<file path="config.mk">
export PLATFORM = sky130hd
export DESIGN_NAME = lidar_sector_wall_follow_mode_core
export DESIGN_NICKNAME = d
export VERILOG_FILES = /design/src/design/lswf_pkg.sv /design/src/design/lidar_sector_wall_follow_mode_core.sv
export SDC_FILE = /design/constraint.sdc
export NUM_CORES = 1
export LEC_CHECK = 0
export BUFFER_PORTS_ARGS = -buffer_cell sky130_fd_sc_hd__buf_2
export CAP_MARGIN = 15
export CORE_MARGIN = 2
export CORE_UTILIZATION = 30
export DETAILED_ROUTE_END_ITERATION = 7
export GPL_TIMING_DRIVEN = 0
export HOLD_SLACK_MARGIN = 0.15
export PLACE_DENSITY_LB_ADDON = 0.15
export SLEW_MARGIN = 15
export SYNTH_ARGS = -nofsm -noshare
export SYNTH_HDL_FRONTEND = slang
export SYNTH_SLANG_ARGS = --single-unit
</file>
<file path="constraint.sdc">
create_clock -name clk_i -period 28.3 [get_ports clk_i]
set_input_delay 5.66 -clock clk_i [delete_from_list [all_inputs] [get_ports clk_i]]
set_output_delay 5.66 -clock clk_i [all_outputs]
set_load 0.03 [all_outputs]
</file>
<file path="src/design/lswf_pkg.sv">
// ----------------------------------------------------------------------------
// lswf_pkg: shared types and constants of the lidar wall-follow mode core
// Holds the sector codes, the mode and side codes, the register indexes and
// the field widths of the stream payloads.
// ----------------------------------------------------------------------------
`default_nettype none

package lswf_pkg;

  // Range samples are 16-bit millimeters; all ones means no return.
  localparam int unsigned RangeW = 16;
  localparam logic [RangeW-1:0] NoReturn = '1;

  // Band around the target distance for the side correction, in mm.
  localparam logic [RangeW:0] SideBand = 17'd50;

  // Register widths and indexes of the configuration port.
  localparam int unsigned ScanLenW = 13;
  localparam int unsigned CfgDataW = 16;
  localparam int unsigned CfgAddrW = 1;
  localparam logic [CfgAddrW-1:0] RegScanLength = 1'd0;
  localparam logic [CfgAddrW-1:0] RegTargetDist = 1'd1;
  localparam logic [ScanLenW-1:0] ScanLengthRst = 13'd360;
  localparam logic [RangeW-1:0] TargetDistRst = 16'd500;

  // Sector codes; SecNone marks a sample outside every sector.
  typedef logic [2:0] sec_t;
  localparam sec_t SecFront = 3'd0;
  localparam sec_t SecFLeft = 3'd1;
  localparam sec_t SecLeft = 3'd2;
  localparam sec_t SecRight = 3'd3;
  localparam sec_t SecFRight = 3'd4;
  localparam sec_t SecNone = 3'd5;
  localparam int unsigned SecCount = 5;

  // Drive modes.
  typedef logic [1:0] mode_t;
  localparam mode_t ModeFind = 2'd0;
  localparam mode_t ModeTurn = 2'd1;
  localparam mode_t ModeFollow = 2'd2;

  // Follow corrections.
  typedef logic [1:0] side_t;
  localparam side_t SideNone = 2'd0;
  localparam side_t SideLeft = 2'd1;
  localparam side_t SideRight = 2'd2;

  // Stream payload widths (result padded to whole bytes).
  localparam int unsigned InDataW = 16;
  localparam int unsigned OutFieldsW = 2 + 2 + 6 * RangeW;
  localparam int unsigned OutDataW = ((OutFieldsW + 7) / 8) * 8;

endpackage

`default_nettype wire

</file>
<file path="src/design/lidar_sector_wall_follow_mode_core.sv">
// ----------------------------------------------------------------------------
// lidar_sector_wall_follow_mode_core: lidar sector minima and mode selection
// Keeps running minima of five angular sectors over one scan and, on the
// last sample of the scan, picks the wall-follow drive mode and side.
// ----------------------------------------------------------------------------
// Throughput: one sample per cycle, sustained, as long as results are taken.
// Result: the last sample of a scan is registered with its sector at the
// transfer; the minimum update and decision then load the result register
// when that sample leaves stage 1 and the result slot is free.
// Reset: sample index zero, all minima at no return, mode find, side none,
// scan_length 360 and target_distance 500; no clearing pass is needed.
`default_nettype none

module lidar_sector_wall_follow_mode_core #(
  parameter int unsigned MAX_SCAN_SAMPLES = 4096
) (
  input  wire logic                              clk_i,
  input  wire logic                              rst_ni,
  // Configuration write port.
  input  wire logic                              cfg_we_i,
  input  wire logic [lswf_pkg::CfgAddrW-1:0]     cfg_addr_i,
  input  wire logic [lswf_pkg::CfgDataW-1:0]     cfg_wdata_i,
  // Sample stream.
  input  wire logic                              s_axis_tvalid_i,
  output logic                                   s_axis_tready_o,
  // tdata: [15:0] range_mm
  input  wire logic [lswf_pkg::InDataW-1:0]      s_axis_tdata_i,
  // Result stream.
  output logic                                   m_axis_tvalid_o,
  input  wire logic                              m_axis_tready_i,
  // tdata: [1:0] mode, [3:2] side, [19:4] nearest_mm, [35:20] front_mm,
  //        [51:36] front_left_mm, [67:52] left_mm, [83:68] right_mm,
  //        [99:84] front_right_mm, [103:100] zero
  output logic [lswf_pkg::OutDataW-1:0]          m_axis_tdata_o
);

  localparam int unsigned IdxW = $clog2(MAX_SCAN_SAMPLES);
  localparam int unsigned LenW = $clog2(MAX_SCAN_SAMPLES + 1);
  localparam int unsigned RW = lswf_pkg::RangeW;

  // Sector boundaries derived from the effective scan length.
  typedef struct packed {
    logic [LenW-1:0] len_m1;
    logic [LenW-1:0] h;
    logic [LenW-1:0] fl_end;
    logic [LenW-1:0] l_end;
    logic [LenW-1:0] r_beg;
    logic [LenW-1:0] fr_beg;
    logic [LenW-1:0] fr_end;
    logic [LenW-1:0] front_beg;
  } bounds_t;

  // Saturate the length to [8, MAX] and derive n = len/8, h = n/2 and the
  // sector edges; only shifts and narrow adds.
  function automatic bounds_t calc_bounds(logic [lswf_pkg::ScanLenW-1:0] sl);
    logic [31:0]     sl32;
    logic [LenW-1:0] len;
    logic [LenW-1:0] n;
    bounds_t         b;
    sl32 = 32'(sl);
    if (sl32 < 32'd8) begin
      len = LenW'(8);
    end else if (sl32 > MAX_SCAN_SAMPLES) begin
      len = LenW'(MAX_SCAN_SAMPLES);
    end else begin
      len = LenW'(sl32);
    end
    n           = len >> 3;
    b.len_m1    = len - LenW'(1);
    b.h         = n >> 1;
    b.fl_end    = b.h + n;
    b.l_end     = b.fl_end + n;
    b.r_beg     = b.l_end + (n << 1) + n;
    b.fr_beg    = b.r_beg + n;
    b.fr_end    = b.fr_beg + n;
    b.front_beg = len - b.h;
    return b;
  endfunction

  // --------------------------------------------------------------------------
  // Configuration registers; boundaries are computed from the write data.
  // --------------------------------------------------------------------------
  bounds_t          bnd_q;
  logic [RW-1:0]    target_q;

  always_ff @(posedge clk_i or negedge rst_ni) begin
    if (!rst_ni) begin
      bnd_q    <= calc_bounds(lswf_pkg::ScanLengthRst);
      target_q <= lswf_pkg::TargetDistRst;
    end else if (cfg_we_i) begin
      unique case (cfg_addr_i)
        lswf_pkg::RegScanLength: bnd_q <= calc_bounds(cfg_wdata_i[lswf_pkg::ScanLenW-1:0]);
        lswf_pkg::RegTargetDist: target_q <= cfg_wdata_i[RW-1:0];
        default: ;
      endcase
    end
  end

  // --------------------------------------------------------------------------
  // Stage 1: classify the sample by its index within the scan.
  // --------------------------------------------------------------------------
  logic               s_xfer;
  logic               s2_fire;
  logic [IdxW-1:0]    idx_q;
  logic [LenW-1:0]    idx_ext;
  logic               is_last;
  lswf_pkg::sec_t     sec_d;

  logic               s1_v_q;
  logic               s1_last_q;
  lswf_pkg::sec_t     s1_sec_q;
  logic [RW-1:0]      s1_range_q;

  assign s_axis_tready_o = !s1_v_q || s2_fire;
  assign s_xfer          = s_axis_tvalid_i && s_axis_tready_o;
  assign idx_ext         = LenW'(idx_q);
  assign is_last         = idx_ext >= bnd_q.len_m1;

  // Sector lookup in priority order: front wraps around index zero.
  always_comb begin
    if (idx_ext < bnd_q.h || idx_ext >= bnd_q.front_beg) begin
      sec_d = lswf_pkg::SecFront;
    end else if (idx_ext < bnd_q.fl_end) begin
      sec_d = lswf_pkg::SecFLeft;
    end else if (idx_ext < bnd_q.l_end) begin
      sec_d = lswf_pkg::SecLeft;
    end else if (idx_ext >= bnd_q.r_beg && idx_ext < bnd_q.fr_beg) begin
      sec_d = lswf_pkg::SecRight;
    end else if (idx_ext >= bnd_q.fr_beg && idx_ext < bnd_q.fr_end) begin
      sec_d = lswf_pkg::SecFRight;
    end else begin
      sec_d = lswf_pkg::SecNone;
    end
  end

  always_ff @(posedge clk_i or negedge rst_ni) begin
    if (!rst_ni) begin
      idx_q     <= '0;
      s1_v_q    <= 1'b0;
      s1_last_q <= 1'b0;
      s1_sec_q  <= lswf_pkg::SecNone;
    end else begin
      if (s_xfer) begin
        idx_q     <= is_last ? '0 : idx_q + IdxW'(1);
        s1_v_q    <= 1'b1;
        s1_last_q <= is_last;
        s1_sec_q  <= sec_d;
      end else if (s2_fire) begin
        s1_v_q <= 1'b0;
      end
    end
  end

  always_ff @(posedge clk_i) begin
    if (s_xfer) begin
      s1_range_q <= s_axis_tdata_i[RW-1:0];
    end
  end

  // --------------------------------------------------------------------------
  // Stage 2: update one sector minimum; on the last sample decide the mode.
  // --------------------------------------------------------------------------
  logic [RW-1:0]      min_q [lswf_pkg::SecCount];
  logic [RW-1:0]      upd [lswf_pkg::SecCount];
  logic [RW-1:0]      near_a;
  logic [RW-1:0]      near_b;
  logic [RW-1:0]      nearest;
  lswf_pkg::mode_t    mode_q;
  lswf_pkg::mode_t    mode_d;
  lswf_pkg::side_t    side_q;
  lswf_pkg::side_t    side_d;
  logic               out_v_q;
  logic [lswf_pkg::OutDataW-1:0] out_data_q;

  // A non-final sample never waits; the final one needs a free result slot.
  assign s2_fire = s1_v_q && (!s1_last_q || !out_v_q || m_axis_tready_i);

  // Running minimum: only the sample's own sector can change.
  always_comb begin
    for (int k = 0; k < lswf_pkg::SecCount; k++) begin
      if (s1_sec_q == lswf_pkg::sec_t'(k) && s1_range_q < min_q[k]) begin
        upd[k] = s1_range_q;
      end else begin
        upd[k] = min_q[k];
      end
    end
  end

  // Smallest of the five sector minima.
  assign near_a  = (upd[0] < upd[1]) ? upd[0] : upd[1];
  assign near_b  = (upd[2] < upd[3]) ? upd[2] : upd[3];
  assign nearest = (near_a < near_b) ?
                   ((near_a < upd[4]) ? near_a : upd[4]) :
                   ((near_b < upd[4]) ? near_b : upd[4]);

  // Mode decision; any compared minimum equal to the target holds the state.
  always_comb begin
    mode_d = mode_q;
    side_d = side_q;
    if (upd[lswf_pkg::SecFront] == target_q || upd[lswf_pkg::SecFLeft] == target_q ||
        upd[lswf_pkg::SecFRight] == target_q) begin
      mode_d = mode_q;
    end else if (upd[lswf_pkg::SecFront] < target_q) begin
      mode_d = lswf_pkg::ModeTurn;
    end else if (upd[lswf_pkg::SecFLeft] > target_q && upd[lswf_pkg::SecFRight] < target_q) begin
      mode_d = lswf_pkg::ModeFollow;
      // Compare with one extra bit so that target minus or plus the band
      // cannot wrap.
      if (({1'b0, nearest} + lswf_pkg::SideBand) < {1'b0, target_q}) begin
        side_d = lswf_pkg::SideRight;
      end else if ({1'b0, nearest} > ({1'b0, target_q} + lswf_pkg::SideBand)) begin
        side_d = lswf_pkg::SideLeft;
      end else begin
        side_d = lswf_pkg::SideNone;
      end
    end else begin
      mode_d = lswf_pkg::ModeFind;
    end
  end

  always_ff @(posedge clk_i or negedge rst_ni) begin
    if (!rst_ni) begin
      for (int k = 0; k < lswf_pkg::SecCount; k++) begin
        min_q[k] <= lswf_pkg::NoReturn;
      end
      mode_q  <= lswf_pkg::ModeFind;
      side_q  <= lswf_pkg::SideNone;
      out_v_q <= 1'b0;
    end else begin
      if (s2_fire) begin
        for (int k = 0; k < lswf_pkg::SecCount; k++) begin
          min_q[k] <= s1_last_q ? lswf_pkg::NoReturn : upd[k];
        end
        if (s1_last_q) begin
          mode_q <= mode_d;
          side_q <= side_d;
        end
      end
      if (s2_fire && s1_last_q) begin
        out_v_q <= 1'b1;
      end else if (m_axis_tready_i) begin
        out_v_q <= 1'b0;
      end
    end
  end

  // Result payload register.
  always_ff @(posedge clk_i) begin
    if (s2_fire && s1_last_q) begin
      out_data_q <= lswf_pkg::OutDataW'({upd[lswf_pkg::SecFRight], upd[lswf_pkg::SecRight],
                                         upd[lswf_pkg::SecLeft], upd[lswf_pkg::SecFLeft],
                                         upd[lswf_pkg::SecFront], nearest, side_d, mode_d});
    end
  end

  assign m_axis_tvalid_o = out_v_q;
  assign m_axis_tdata_o  = out_data_q;

  // --------------------------------------------------------------------------
  // Assertions
  // --------------------------------------------------------------------------
  // An empty classification stage always takes a new sample.
  a_ready_when_empty: assert property (@(posedge clk_i) disable iff (!rst_ni)
    !s1_v_q |-> s_axis_tready_o)
    else $error("sample input stalled with an empty pipeline");

  // The minima are refilled after each finished scan.
  a_refill_after_scan: assert property (@(posedge clk_i) disable iff (!rst_ni)
    (s2_fire && s1_last_q) |=> (min_q[0] == lswf_pkg::NoReturn &&
      min_q[1] == lswf_pkg::NoReturn && min_q[2] == lswf_pkg::NoReturn &&
      min_q[3] == lswf_pkg::NoReturn && min_q[4] == lswf_pkg::NoReturn))
    else $error("sector minima not refilled after the last sample");

  // A new result only comes from the last sample of a scan.
  a_result_from_last: assert property (@(posedge clk_i) disable iff (!rst_ni)
    $rose(m_axis_tvalid_o) |-> $past(s2_fire && s1_last_q))
    else $error("result raised without a finished scan");

endmodule

`default_nettype wire

</file>
==> results.md <==
* Status: completed
* Post-synthesis cell type count at 90
* ANT cells at 0
* First-pass GRT wire length at 121600 um
* Slowest CP cell: a2111oi_0
* DP Wirelength at 63000 um
* Mapped Area at 24940 um^2
* CP max stage delay at 620 ps
* # H-tree levels at 2
* Post-CTS setup buffers at 0
* Routed WL at 79320 um
* Critical path endpoint category: register
* DRC viols at 0
* Drt first pass iters at 5
* Critical path launch point type: register
* Most frequent cells in the layout: 389 x ha_1, 344 x inv_1, 233 x a21oi_1
* Clock tree buffer depth at 3
* Hold Slack at 475.4 ps
* Seq cells post-synth at 327
* TritonCTS buffer count at 44
* Commonest non-fill, non-tap cell in the layout: ha_1
* WL/cell at 20.37 um
* Wl on met1 at 34470 um
* Top cell type's share of synthesized area at 19.52%
* Fin crit share at 48.74%
* Buffers added on ports at 138
* Initial Util at 30.33%
* Die width at 292.3 um
* Largest net degree at the start of global routing at 92
* Hold buffers post-CTS at 0
* Fin. Hold Viols at 0
* Routed wl met3 at 2900 um
* Syn_area_per_cell at 9.600 um^2
* Top sig layer: met4
* VDD IR max at 0.00009495 V
* Die height at 292.3 um
* Clk sink count at 327
* Layout cell share with drive strength beyond 1 at 15.37%
* Max-cap violations at 0
* Kind of critical path: reg2reg
* Via count of the first global-routing pass at 20140
* Fin Setup TNS at 0 ps
* Final-report max-slew violation count at 0
* IO Pins at 144
* Post-layout min period at 13790 ps
* Routability-driven placement congestion ratio at 0.8767
* FF+latch area at 8912 um^2
* Clock-pin transition on the worst setup and hold timing paths at 50 ps
* PnR Total Power at 0.003990 W
* Area of the die at 85460 um^2
* Clock root cell: clkbuf_16
* Worst r2r dst: m_axis_tdata_o[3]
* Final layout net count at 3229
* Critical Path Start: s1_range_q[11]
* Area taken by multi-input logic gates at 14390 um^2
* Final Setup Violations at 0
* CTS tree: yes
* Hold Path Class: reg2reg
* CP Data Required Time at 28640 ps
* Worst r2r src: s1_range_q[11]
* Pre-CTS WS at 14630 ps
* Gr usage total at 18.58%
* R2r worst-path depth at 50
* Finished Core Util at 34.61%
* Max transition margin at 32.45%
* # fillers at 8385
* Initial antenna violation count at 2
* CTS resizes at 0
* Clk_skew at 31.23 ps
* Worst Setup EP: m_axis_tdata_o[3]
* Later-pin clock latency in the skew report at 610 ps
* Leakage Power at 13.73 nW
* Cell taking the most area after synthesis: ha_1
* Number of synthesized flops with an enable pin at 116
* DRT iter0 DRCs at 920
* Most used cell, CP: ha_1
* Row cnt at 105
* Core area at 82240 um^2
* Fmax at 0.07250 GHz
* CP arrival at 14130 ps
* Met2 wire length at 40040 um
* Mapped Cells at 2598
* Unrepaired setup endpoints after global routing: no
* Area Overhead vs Synth at 14.14%
* Reg2reg setup slack at 14510 ps
* Setup slack after layout at 14510 ps
* Seq/Total Area, Yosys at 35.73%
* Ys flop type: dfstp_2
* Largest cells by area after synthesis: ha_1 20%, edfxtp_1 14%, dfstp_2 13%, dfrtp_1 9.2%, inv_1 5.2%
* Async set-reset flop share out of synthesis at 64.53%
* Yosys warnings at 0
* Max FO, Critical Path at 11
* Vias/cell at 4.986
* Final ANT Viol Nets at 0
* Gr ovfl total at 0
* Power Density at 140.2 nW/um^2
* Via count at 19410
* Actual slew at the worst max-slew pin at 1000 ps
==> kinds of logic (layout without fill, tap and decap cells) <==
kind of cell               count (synthesis)  in the layout  share of synthesized area [%]
xor gates and xnor gates                 102            102                          3.582
other                                      1              4                        0.01504
muxes                                    166            166                          7.144
and+or+nand+nor                          545            545                          10.26
DFF                                      327            327                          35.73
adders and majority gates                403            403                          20.64
buffers and inverters                    418            641                          6.612
AOI/OAI and AO/OA                        636            636                          16.01
==> per-stage QoR <==
stage | cell area [um^2] | cells
after floorplan | 24950 | 2601
after global placement | 26980 | 3809
after detailed placement | 27080 | 3812
after CTS | 28470 | 3894
after global routing | 28470 | 3894
final | 28470 | 3894
==> how the worst min path moves through the flow <==
stage	cells past startpoint	from	end
floorplan	2	bnd_q[30]	bnd_q[30]
global placement	2	bnd_q[55]	bnd_q[55]
detailed placement	2	bnd_q[81]	bnd_q[81]
CTS	2	bnd_q[96]	bnd_q[96]
global route	2	bnd_q[8]	bnd_q[8]
finish	2	bnd_q[81]	bnd_q[81]
==> worst max-delay path, delay by kind of cell, from the launching register on <==
family	cells	cell delay (ps)
compound gates	23	5730
buf+inv	9	2480
simple gates	10	2170
fa+ha+maj	5	1690
mux	2	680
flops	1	600
xor+xnor	1	170
==> flip-flops by register name (all words and copies together), names as in the netlist <==
register / cells
bnd_q: 93
mode_q: 2
min_q: 80
s1_range_q: 16
m_axis_tdata_o: 100
idx_q: 12
target_q: 16
s1_last_q: 1
s1_sec_q: 3
m_axis_tvalid_o: 1
s1_v_q: 1
side_q: 2
==> synth_stat cells (all sizes together) (6+ instances only) <==
library cell,instances
xor2,29
a21oi,235
edfxtp,116
fa,14
o21a,36
a221oi,7
a2111oi,10
nand3,25
o31ai,14
dfstp,119
nor2,177
ha,389
nand2b,30
nand4,49
o21ai,149
mux2,51
buf,23
mux2i,115
a21o,89
nor2b,36
nand2,156
dfrtp,92
or2,6
nor4,7
xnor2,73
clkbuf,46
nor3,29
inv,349
o21bai,24
a211oi,9
o211ai,12
==> metal layers <==
layer,track usage (%),up-vias
met5,0,-
met2,33.93,359
met1,23.02,9419
li1,-,9534
met4,5.016,0
met3,2.193,102
==> power breakdown <==
group / total (W) / switching [W] / internal [W] / leakage [nW]
combinational: 0.00266 / 0.00162 / 0.00104 / 9.63
sequential: 0.000789 / 0.000103 / 0.000686 / 3.41
clock: 0.000542 / 0.000230 / 0.000311 / 0.680
total: 0.00399 / 0.00196 / 0.00203 / 13.7
==> area by class of cell <==
type | count | area share, %
Buffer | 69 | 1.196
Clock inverter | 18 | 0.6066
Tap cell | 1070 | 4.703
Clock buffer | 64 | 4.272
Timing Repair Buffer | 141 | 2.752
Inverter | 349 | 4.611
Sequential cell | 327 | 31.31
Multi-Input combinational cell | 1856 | 50.55
(Power assumes the default switching activity.)
